==> src/rtl/core/per_key_send_throttle_assert.svh <==
// ----------------------------------------------------------------------------
// per_key_send_throttle assertion macros
// Concurrent assertion shorthands used by the throttle engine.
// ----------------------------------------------------------------------------
`ifndef PER_KEY_SEND_THROTTLE_ASSERT_SVH
`define PER_KEY_SEND_THROTTLE_ASSERT_SVH

`ifndef SYNTH
// property must hold at every clock edge outside reset
`define PKST_ASSERT(lbl, clk, rst_n, prop) \
    lbl: assert property (@(posedge clk) disable iff (!rst_n) (prop)) \
        else $error("per_key_send_throttle: assertion failed");
// condition must never be true outside reset
`define PKST_ASSERT_NEVER(lbl, clk, rst_n, cond) \
    lbl: assert property (@(posedge clk) disable iff (!rst_n) !(cond)) \
        else $error("per_key_send_throttle: forbidden condition seen");
`else
`define PKST_ASSERT(lbl, clk, rst_n, prop)
`define PKST_ASSERT_NEVER(lbl, clk, rst_n, cond)
`endif

`endif

==> src/rtl/core/pkst_pkg.sv <==
`timescale 1ns / 1ps
// ----------------------------------------------------------------------------
// pkst_pkg
// Shared types and constants of the per-key send throttle.
// ----------------------------------------------------------------------------
package pkst_pkg;

    localparam int unsigned KEY_W           = 32;
    localparam int unsigned TIME_W          = 32;
    localparam int unsigned TABLE_SLOTS_DEF = 32;
    localparam logic [TIME_W-1:0] HOLD_RESET = TIME_W'(500);

    // input data bus: key in the low bits, timestamp above
    localparam int unsigned IN_DATA_W  = KEY_W + TIME_W;
    // result bus: pass, recorded, padded to one byte
    localparam int unsigned OUT_DATA_W = 8;
    localparam int unsigned OUT_PAD_W  = OUT_DATA_W - 2;

    // one queued item
    typedef struct packed {
        logic [TIME_W-1:0] now_ms;
        logic [KEY_W-1:0]  key;
    } t_item;

    // one decision
    typedef struct packed {
        logic recorded;
        logic pass;
    } t_result;

    // back-end sequencer states
    typedef enum logic [1:0] {
        S_IDLE,
        S_SCAN,
        S_RESP
    } t_eng_state;

endpackage

==> src/rtl/core/pkst_front.sv <==
`timescale 1ns / 1ps
// ----------------------------------------------------------------------------
// pkst_front
// Input side: takes stream transactions into a two-entry queue so the
// lookup engine and the upstream source stall independently.
// ----------------------------------------------------------------------------
module pkst_front (
    input  logic           i_clk,
    input  logic           i_rst_n,
    input  logic           i_vld,
    output logic           o_rdy,
    input  pkst_pkg::t_item i_item,
    output logic           o_vld,
    input  logic           i_rdy,
    output pkst_pkg::t_item o_item
);
    import pkst_pkg::*;

    localparam int unsigned QUEUE_DEPTH = 2;
    localparam int unsigned PTR_W       = 1;
    localparam int unsigned CNT_W       = 2;

    t_item             r_slot [QUEUE_DEPTH];
    logic [PTR_W-1:0]  r_wr_ptr, n_wr_ptr;
    logic [PTR_W-1:0]  r_rd_ptr, n_rd_ptr;
    logic [CNT_W-1:0]  r_count,  n_count;
    logic              push, pop;

    // handshake decode
    assign o_rdy  = (r_count != CNT_W'(QUEUE_DEPTH));
    assign o_vld  = (r_count != '0);
    assign push   = i_vld && o_rdy;
    assign pop    = o_vld && i_rdy;
    assign o_item = r_slot[r_rd_ptr];

    // pointer and occupancy update
    always_comb begin
        n_wr_ptr = push ? r_wr_ptr + PTR_W'(1) : r_wr_ptr;
        n_rd_ptr = pop  ? r_rd_ptr + PTR_W'(1) : r_rd_ptr;
        n_count  = r_count;
        if (push && !pop) begin
            n_count = r_count + CNT_W'(1);
        end else if (pop && !push) begin
            n_count = r_count - CNT_W'(1);
        end
    end

    always_ff @(posedge i_clk) begin
        if (!i_rst_n) begin
            r_wr_ptr <= '0;
            r_rd_ptr <= '0;
            r_count  <= '0;
        end else begin
            r_wr_ptr <= n_wr_ptr;
            r_rd_ptr <= n_rd_ptr;
            r_count  <= n_count;
        end
    end

    // queue storage, no reset needed
    always_ff @(posedge i_clk) begin
        if (push) begin
            r_slot[r_wr_ptr] <= i_item;
        end
    end

endmodule

==> src/rtl/core/pkst_engine.sv <==
`timescale 1ns / 1ps
`include "per_key_send_throttle_assert.svh"
// ----------------------------------------------------------------------------
// pkst_engine
// Back end: walks the key table one entry per cycle, decides pass or
// suppress, refreshes or appends the entry and holds the result.
// ----------------------------------------------------------------------------
module pkst_engine #(
    parameter int unsigned TABLE_SLOTS = pkst_pkg::TABLE_SLOTS_DEF
) (
    input  logic                       i_clk,
    input  logic                       i_rst_n,
    input  logic                       i_cfg_we,
    input  logic [pkst_pkg::TIME_W-1:0] i_cfg_wdata,
    input  logic                       i_q_vld,
    output logic                       o_q_rdy,
    input  pkst_pkg::t_item            i_q_item,
    output logic                       o_res_vld,
    input  logic                       i_res_rdy,
    output pkst_pkg::t_result          o_res
);
    import pkst_pkg::*;

    localparam int unsigned IDX_W = (TABLE_SLOTS > 1) ? $clog2(TABLE_SLOTS) : 1;
    localparam int unsigned CNT_W = $clog2(TABLE_SLOTS + 1);

    t_eng_state         r_state, n_state;
    t_item              r_item;
    logic [TIME_W-1:0]  r_hold;
    logic [CNT_W-1:0]   r_fill, n_fill;
    logic [CNT_W-1:0]   r_idx;
    logic               r_rd_vld;
    logic [IDX_W-1:0]   r_chk_idx;
    t_item              r_rd_data;
    logic               r_out_vld;
    t_result            r_res, n_res;

    // key table: key and last pass time per entry
    t_item              r_table [TABLE_SLOTS];

    logic               key_hit;
    logic               scan_done;
    logic               table_full;
    logic               time_ok;
    logic               issue;
    logic [TIME_W-1:0]  elapsed;
    logic               mem_we;
    logic [IDX_W-1:0]   mem_addr;
    logic               take;
    logic               decide;

    // compare path on the registered table read
    assign elapsed    = r_item.now_ms - r_rd_data.now_ms;
    assign time_ok    = (elapsed >= r_hold);
    assign key_hit    = (r_state == S_SCAN) && r_rd_vld && (r_rd_data.key == r_item.key);
    assign scan_done  = (r_state == S_SCAN) && !r_rd_vld && (r_idx == r_fill);
    assign table_full = (r_fill == CNT_W'(TABLE_SLOTS));
    assign issue      = (r_state == S_SCAN) && !key_hit && (r_idx < r_fill);
    assign take       = i_q_vld && o_q_rdy;
    assign decide     = key_hit || scan_done;

    assign o_res_vld  = r_out_vld;
    assign o_res      = r_res;

    // next state
    always_comb begin
        n_state = r_state;
        case (r_state)
            S_IDLE: begin
                if (i_q_vld) begin
                    n_state = S_SCAN;
                end
            end
            S_SCAN: begin
                if (decide) begin
                    n_state = S_RESP;
                end
            end
            S_RESP: begin
                if (i_res_rdy) begin
                    n_state = S_IDLE;
                end
            end
            default: n_state = S_IDLE;
        endcase
    end

    // outputs: table write, result and fill update
    always_comb begin
        o_q_rdy  = 1'b0;
        mem_we   = 1'b0;
        mem_addr = r_chk_idx;
        n_res    = r_res;
        n_fill   = r_fill;
        case (r_state)
            S_IDLE: begin
                o_q_rdy = 1'b1;
            end
            S_SCAN: begin
                if (key_hit) begin
                    // known key: refresh time only when it passes
                    mem_we         = time_ok;
                    mem_addr       = r_chk_idx;
                    n_res.pass     = time_ok;
                    n_res.recorded = 1'b1;
                end else if (scan_done) begin
                    // unknown key: append when a slot is free
                    mem_we         = !table_full;
                    mem_addr       = r_fill[IDX_W-1:0];
                    n_res.pass     = 1'b1;
                    n_res.recorded = !table_full;
                    if (!table_full) begin
                        n_fill = r_fill + CNT_W'(1);
                    end
                end
            end
            S_RESP: begin
                o_q_rdy = 1'b0;
            end
            default: o_q_rdy = 1'b0;
        endcase
    end

    // control registers
    always_ff @(posedge i_clk) begin
        if (!i_rst_n) begin
            r_state   <= S_IDLE;
            r_hold    <= HOLD_RESET;
            r_fill    <= '0;
            r_idx     <= '0;
            r_rd_vld  <= 1'b0;
            r_out_vld <= 1'b0;
        end else begin
            r_state  <= n_state;
            r_fill   <= n_fill;
            r_rd_vld <= issue;
            if (i_cfg_we) begin
                r_hold <= i_cfg_wdata;
            end
            if (take) begin
                r_idx <= '0;
            end else if (issue) begin
                r_idx <= r_idx + CNT_W'(1);
            end
            if (r_state == S_SCAN && decide) begin
                r_out_vld <= 1'b1;
            end else if (r_out_vld && i_res_rdy) begin
                r_out_vld <= 1'b0;
            end
        end
    end

    // payload registers
    always_ff @(posedge i_clk) begin
        if (take) begin
            r_item <= i_q_item;
        end
        if (issue) begin
            r_chk_idx <= r_idx[IDX_W-1:0];
        end
        if (decide) begin
            r_res <= n_res;
        end
    end

    // table memory: one write port, one registered read port
    always_ff @(posedge i_clk) begin
        if (mem_we) begin
            r_table[mem_addr] <= r_item;
        end
        if (issue) begin
            r_rd_data <= r_table[r_idx[IDX_W-1:0]];
        end
    end

    // checks
    `PKST_ASSERT(a_fill_bound, i_clk, i_rst_n, r_fill <= CNT_W'(TABLE_SLOTS))
    `PKST_ASSERT(a_out_in_resp, i_clk, i_rst_n, r_out_vld == (r_state == S_RESP))
    `PKST_ASSERT(a_fill_step, i_clk, i_rst_n, ($past(i_rst_n) && (r_fill != $past(r_fill))) |-> (r_fill == $past(r_fill) + CNT_W'(1)))
    `PKST_ASSERT_NEVER(a_read_outside_scan, i_clk, i_rst_n, r_rd_vld && (r_state == S_IDLE))

endmodule

==> src/rtl/core/per_key_send_throttle.sv <==
`timescale 1ns / 1ps
// ----------------------------------------------------------------------------
// per_key_send_throttle
// Per-key rate limiter with a key table, a front queue and a lookup engine.
// ----------------------------------------------------------------------------
// Each input transaction carries a key and a millisecond timestamp and yields
// one result: pass and recorded. A key found in the table passes only when
// the wrapping time since its last pass is at least hold_interval_ms (reset
// 500), and a pass refreshes its time; an unknown key always passes and is
// appended while a slot is free. The engine reads the table one entry per
// cycle through a single registered memory port, so the time an item takes
// grows with the table fill and is shorter when the key is found early. A
// two-entry input queue keeps taking transactions while the engine works or
// a result waits. Write the hold interval only while the block is idle.
// Table entries are never removed.
// ----------------------------------------------------------------------------
module per_key_send_throttle #(
    parameter int unsigned TABLE_SLOTS = pkst_pkg::TABLE_SLOTS_DEF
) (
    input  logic                            i_clk,
    input  logic                            i_rst_n,
    // hold interval register
    input  logic                            i_cfg_we,
    input  logic [pkst_pkg::TIME_W-1:0]     i_cfg_wdata,
    // input stream
    input  logic                            s_axis_tvalid,
    output logic                            s_axis_tready,
    input  logic [pkst_pkg::IN_DATA_W-1:0]  s_axis_tdata,   // key[31:0], now_ms[63:32]
    // result stream
    output logic                            m_axis_tvalid,
    input  logic                            m_axis_tready,
    output logic [pkst_pkg::OUT_DATA_W-1:0] m_axis_tdata    // pass[0], recorded[1], zero[7:2]
);
    import pkst_pkg::*;

    t_item   in_item;
    t_item   q_item;
    logic    q_vld;
    logic    q_rdy;
    t_result res;

    // unpack input transaction
    assign in_item.key    = s_axis_tdata[KEY_W-1:0];
    assign in_item.now_ms = s_axis_tdata[KEY_W +: TIME_W];

    // front queue
    pkst_front u_front (
        .i_clk   (i_clk),
        .i_rst_n (i_rst_n),
        .i_vld   (s_axis_tvalid),
        .o_rdy   (s_axis_tready),
        .i_item  (in_item),
        .o_vld   (q_vld),
        .i_rdy   (q_rdy),
        .o_item  (q_item)
    );

    // lookup engine
    pkst_engine #(
        .TABLE_SLOTS (TABLE_SLOTS)
    ) u_engine (
        .i_clk       (i_clk),
        .i_rst_n     (i_rst_n),
        .i_cfg_we    (i_cfg_we),
        .i_cfg_wdata (i_cfg_wdata),
        .i_q_vld     (q_vld),
        .o_q_rdy     (q_rdy),
        .i_q_item    (q_item),
        .o_res_vld   (m_axis_tvalid),
        .i_res_rdy   (m_axis_tready),
        .o_res       (res)
    );

    // pack result transaction
    assign m_axis_tdata = {OUT_PAD_W'(0), res.recorded, res.pass};

endmodule
==> config.mk <==
export PLATFORM = sky130hd
export DESIGN_NAME = per_key_send_throttle
export DESIGN_NICKNAME = d
export VERILOG_FILES = /design/src/rtl/core/pkst_pkg.sv /design/src/rtl/core/pkst_front.sv /design/src/rtl/core/pkst_engine.sv /design/src/rtl/core/per_key_send_throttle.sv
export VERILOG_INCLUDE_DIRS = /design/src /design/src/rtl/core
export SDC_FILE = /design/constraint.sdc
export NUM_CORES = 2
export LEC_CHECK = 0
export ABC_AREA = 1
export BUFFER_PORTS_ARGS = -buffer_cell sky130_fd_sc_hd__buf_2
export CORE_MARGIN = 2
export CORE_UTILIZATION = 49
export DETAILED_ROUTE_END_ITERATION = 8
export PLACE_DENSITY = 0.71
export SYNTH_ARGS = -nofsm -noshare
export SYNTH_HDL_FRONTEND = slang
export SYNTH_HIERARCHICAL = 1
export SYNTH_SLANG_ARGS = --single-unit
==> constraint.sdc <==
create_clock -name i_clk -period 8.2 [get_ports i_clk]
set_input_delay 1.64 -clock i_clk [delete_from_list [all_inputs] [get_ports i_clk]]
set_output_delay 1.64 -clock i_clk [all_outputs]
set_load 0.01 [all_outputs]
Yosys cells after proc, flatten, opt, wreduce, memory -nomap -nowiden
Memory sizes are Yosys's and may differ from the RTL's. A register that Yosys moved wholly into a read port is not among the register bits. Index checks and enable logic that the tools add are counted.

Flip-flop bits (word level): 59. RAM bits: 2176. Bits of input ports: 101. Output and inout bits: 10. Logic and storage cells: 83. Memories: 2.

$add $sub $neg: 7. Magnitude comparators: 2. Equality and inequality tests: 9. Multiplexer cells: 21. Bitwise operators: 3. Reductions and logical operators: 27.

Memories: u_engine.r_table (words 32, bits a word 64, read ports 1, clocked after Yosys merged registers in 1, write ports 1, RTL line pkst_engine.sv:39) `t_item r_table [TABLE_SLOTS];`; u_front.r_slot (words 2, bits a word 64, read ports 1, clocked after Yosys merged registers in 1, write ports 1, RTL line pkst_front.sv:23) `t_item r_slot [QUEUE_DEPTH];`.

Operators by type and width (count): 32-bit == test (1); 32-bit greater-or-equal comparator (1); 32-bit subtractor (1); 5-bit two-way mux (3); 6-bit by 1-bit adder with 6-bit output, second input constant (2); 1-bit logical AND (12); 2-bit two-way mux (6); 1-bit two-way mux (11); 2-bit nonzero test (4); 6-bit == test (1); 6-bit == test, second input constant (1); 6-bit < comparator (1); 2-bit case mux with 3 select lines (1); 3-bit AND reduction (2); 1-bit zero test (5); 2-bit by 1-bit != test with 1-bit output, second input constant (2); 2-bit != test, second input constant (2); 4-bit AND reduction (1); 1-bit inverter (3); 1-bit adder, second input constant (2); 2-bit by 1-bit adder with 2-bit output, second input constant (1); 2-bit by 1-bit == test with 1-bit output, second input constant (1); 2-bit == test, second input constant (1); 2-bit zero test (1); other kinds (3) (3).

Longest topological paths before layout
Word-level depth: 8. Gate-level depth with buffers: 26. Gate-level depth less buffers: 26.

Modules after synthesis
Netlist, hierarchy kept.

By module, submodules not included: pkst_engine (instances 1, cells an instance 6848, area an instance 89060.4 um^2, seq. area each 66513.8 um^2); pkst_front (instances 1, cells an instance 236, area an instance 5161.2 um^2, seq. area each 3943.8 um^2); per_key_send_throttle (instances 1, cells an instance 7, area an instance 48.8 um^2, seq. area each 0.0 um^2).

Worst setup path after synthesis
OpenSTA, ideal clock, no wires.

Path type: register -> register. Start: register, netlist name u_engine/r_item[32]. End: memory u_engine/r_table[0][0] (netlist name), enable pin. Setup time: 487 ps. Arrival time: 5998 ps. Data required time: 7713 ps. Path slack: 1715 ps. Cell stages (with the launch flop): 25. Path buffers: 0. Period minus slack after synthesis: 6485 ps. Cell sequence: edfxtp_1 -> inv_1 -> ha_1 -> inv_1 -> fa_1 -> nand2_1 -> nand2_1 -> o21ai_0 -> o21ai_0 -> nand3_1 -> nand2_1 -> nand2_1 -> nand3_1 -> nand2_1 -> ha_1 -> nand2_1 -> nor2_1 -> nand4_1 -> a21oi_1 -> nor2_1 -> nand2_1 -> nand2_1 -> nand2_1 -> nand2_1 -> nor2_1.

Word-level cells in the longest chain between the ends: 6.

Ends and longest elaborated chain: 32-bit subtractor (RTL line pkst_engine.sv:53) `assign elapsed = r_item.now_ms - r_rd_data.now_ms;`; 32-bit greater-or-equal comparator (RTL line pkst_engine.sv:54) `assign time_ok = (elapsed >= r_hold);`; 1-bit two-way mux (RTL line pkst_engine.sv:100) `if (key_hit) begin`; 1-bit two-way mux (RTL line pkst_engine.sv:95) `case (r_state)`; 1-bit two-way mux (RTL line pkst_engine.sv:168) `if (mem_we) begin`; 1-bit two-way mux (implied by the code) (RTL line pkst_engine.sv:169) `r_table[mem_addr] <= r_item;`; to (decl) (RTL line pkst_engine.sv:39).

Every way passes these cells.

Final worst setup path
Start: register, netlist name u_engine/r_item[33]. End: memory u_engine/r_table[16][44] (netlist name), enable pin.

Word-level cells in the longest chain between the ends: 6.

Ends and longest elaborated chain (RTL line): 32-bit subtractor (pkst_engine.sv:53); 32-bit greater-or-equal comparator (pkst_engine.sv:54); 1-bit two-way mux (pkst_engine.sv:100); 1-bit two-way mux (pkst_engine.sv:95); 1-bit two-way mux (pkst_engine.sv:168); 1-bit two-way mux (implied by the code) (pkst_engine.sv:169).

Every way passes these cells.

==> impl_metrics.tcl <==
set metrics [dict create \
    outcome "complete, no violations" \
    required_ns 8.69 \
    groute.usage.overall_pct 25.90 \
    start_util_pct 49.46 \
    ys_warn_count 6 \
    slew_headroom_pct 14.87 \
    synth_top_family_by_area "compound AO/OA/AOI/OAI gates" \
    power_density_nw_per_um2 320.4 \
    drt_pass1_iterations 8 \
    vdd_drop_max_mv 0.2461 \
    grt_max_degree 213 \
    syn_to_final_growth_pct 11.06 \
    async_reset_ff_share_pct 0 \
    synth-edff-count 2311 \
    post-route-period-util_pct 79.52 \
    grt_pass1_vias 57610 \
    post-dp-hpwl_um 143600 \
    arrival_ns 7.01 \
    cap_violations 0 \
    syn_area_um2 94270 \
    dominantRegCellSynth "edfxtp_1" \
    io_pins 111 \
    power.leakage_nw 34.66 \
    clk_path_buf_depth 3 \
    worstSetupStartpointType "flip-flop" \
    gp_congestion 0.8706 \
    min_path_type "reg -> reg" \
    htree_levels 4 \
    cts_hold_buf 0 \
    yosys-mux-area-fraction_pct 1.003 \
    fin_crit_ns 6.521 \
    fmax_ghz 0.1534 \
    synth_top_area_share_pct 73.61 \
    layout-drive-gt1-share_pct 9.420 \
    drtIter0Drc 9073 \
    vias_per_cell 6.195 \
    setup.worst_path.end_class "flip-flop" \
    grt_setup_unrepaired "false" \
    synth_area_leader_cell "edfxtp_1" \
    utilization_pct 54.93 \
    critPathMaxFanout 42 \
    finalMaxSlewViolations 0 \
    grt-busiest-layer "met2" \
    synth_seq_cells 2364 \
    synth_compound_area_share_pct 11.26 \
    routed_wl_um 260700 \
    synth.most_common_cell "edfxtp_1" \
    avgRoutedWirePerCell_um 26.52 \
    vias 60880 \
    yosys-top-cells-count "edfxtp_1, nor2_1, o21ai_0" \
    postCtsSetupRepairBufs 0 \
    met3_usage_pct 5.497 \
    synth_cell_types 46 \
    final_antenna_net_count 0 \
    cts_inserted_buffers 220 \
    die_area_um2 195900 \
    cts_resized 0 \
    met1_usage_pct 36.33 \
    synth_xor_xnor_area_share_pct 0.4274 \
    synthAdderAreaFrac_pct 0.9901 \
    rows 160 \
    worst_pin_slew_ns 1.276 \
    path_clk_slew_ns 0.06 \
    die_w_um 442.6 \
    syn-instance-count 7091 \
    synthSimpleGateAreaFrac_pct 8.459 \
    core_area_um2 190600 \
    ys_seq_area_share_pct 74.74 \
    cts_tree "built" \
    fin_nets 7309 \
    portBuffers 104 \
    syn_area_per_cell_um2 13.29 \
    clock-sinks 2364 \
    root_buffer "clkbuf_16" \
    met2_usage_pct 39.76 \
    hold_violations 0 \
    final-setup-viol-count 0 \
    globalRouteOverflowTotal 0 \
    die_y_um 442.6 \
    clkLatencyLatePin_ns 0.88 \
    yosys-top-cells-area "edfxtp_1, o21ai_0, nor2_1, o22ai_1, nand2_1" \
    drc 0 \
    tns_ns 0 \
    grt_antenna_before_repair 12 \
    fin_worst_skew_ns 0.06227 \
    path_class "reg -> reg" \
    grt_pass1_wl_um 379200 \
]
[cell type report]
cell class	count	area [um^2]
fillers	15040	85890
inverters	189	752.0
multi-input cells	4096	21160
flip-flops and latches	2364	70480
well taps	2511	3142
diodes	2	5.005
clock inverters	114	1155
repair buffers	263	2140
clock buffers	288	5866
[worst max-delay path, stage by stage (launching register included)]
cell and delay (ns):
edfxtp_1 1.17, fa_1 0.40, nand2_1 0.06, nand2_1 0.07
o21ai_0 0.17, o21ai_0 0.53, nand3_1 0.14, nand2_1 0.17
nand2_1 0.10, nand3_1 0.10, nand2_1 0.09, ha_1 0.27
nand2_1 0.06, nor2_1 0.15, nand4_1 0.13, a21oi_1 0.14
nor2_1 0.07, nand2_1 0.08, nand2_1 0.05, nand2_1 0.26
nand2_1 0.54, nor2_4 0.89, buf_12 0.40
[path summary, 6_finish.rpt]
path	startpoint	end	slack, ns	cells past startpoint
setup / recovery	u_engine/r_item[33]	u_engine/r_table[16][44]	1.68	22
hold / removal	u_engine/r_hold[24]	u_engine/r_hold[24]	0.47	2
setup reg to reg	u_engine/r_item[33]	u_engine/r_table[16][44]	1.68	22
hold reg to reg	u_engine/r_hold[24]	u_engine/r_hold[24]	0.47	2
[kinds of logic after synthesis]
| logic type | count (synthesis) |
|---|---|
| mux | 64 |
| other cells | 1 |
| buf+inv | 636 |
| fa+ha+maj | 74 |
| xor+xnor | 46 |
| compound gates | 1890 |
| simple gates | 2016 |
| flops | 2364 |
[metal layers]
metal  vias up  share of wire, %
met2      4009                46
met4         4               3.8
met5         -            0.0096
met3       521                12
met1     30070                39
li1      26280                 -
[where the power goes]
group          internal, mW  switching (mW)  leakage, nW
clock                  5.60            4.40         3.42
sequential             15.6           0.355         21.3
combinational          1.87            5.77         9.95
[through the flow]
stage,power [mW],hold WS [ns],instance area (um^2),worst slack [ns],cells
finish,33.54,0.4705,104700,1.679,9827
global route,34.73,0.5022,104700,1.308,9825
CTS,33.50,0.4805,104700,1.868,9825
detailed placement,23.64,0.4734,97670,1.895,9423
global placement,23.48,0.4621,97670,1.967,9423
floorplan,20.59,0.4288,94290,1.715,7096
[flip-flops by register name, indices dropped and copies added (netlist names), 5 cells and up, named ones only]
register and cells:
u_engine/r_chk_idx 5, u_engine/r_fill 6, u_engine/r_hold 32, u_engine/r_idx 6, u_engine/r_item 64, u_engine/r_rd_data 64, u_engine/r_table 2048, u_front/r_slot 128
[placed cells by master (no fill, tap or decap), drive strengths merged, types with 2 or more instances in the layout]
| cell | netlist | final |
|---|---|---|
| and3 | 19 | 19 |
| xnor2 | 18 | 18 |
| ha | 73 | 73 |
| conb | 1 | 6 |
| o22ai | 318 | 318 |
| a21o | 3 | 3 |
| inv | 188 | 193 |
| o221ai | 67 | 67 |
| o211ai | 144 | 144 |
| a32oi | 19 | 19 |
| bufinv | 0 | 18 |
| a21boi | 2 | 2 |
| xor2 | 28 | 28 |
| o21bai | 7 | 7 |
| a21oi | 146 | 146 |
| nand4 | 27 | 27 |
| buf | 192 | 263 |
| nor4 | 6 | 6 |
| mux2 | 64 | 64 |
| or2 | 20 | 20 |
| a31oi | 25 | 25 |
| clkbuf | 255 | 288 |
| edfxtp | 2311 | 2311 |
| nand3 | 144 | 144 |
| clkinv | 1 | 91 |
| o21a | 6 | 6 |
| nor3 | 19 | 19 |
| nand2 | 442 | 442 |
| diode | 0 | 2 |
| o21ai | 1152 | 1152 |
| dfxtp | 53 | 53 |
| nor2 | 1337 | 1337 |
No activity file was read; power rests on OpenSTA's default activity.
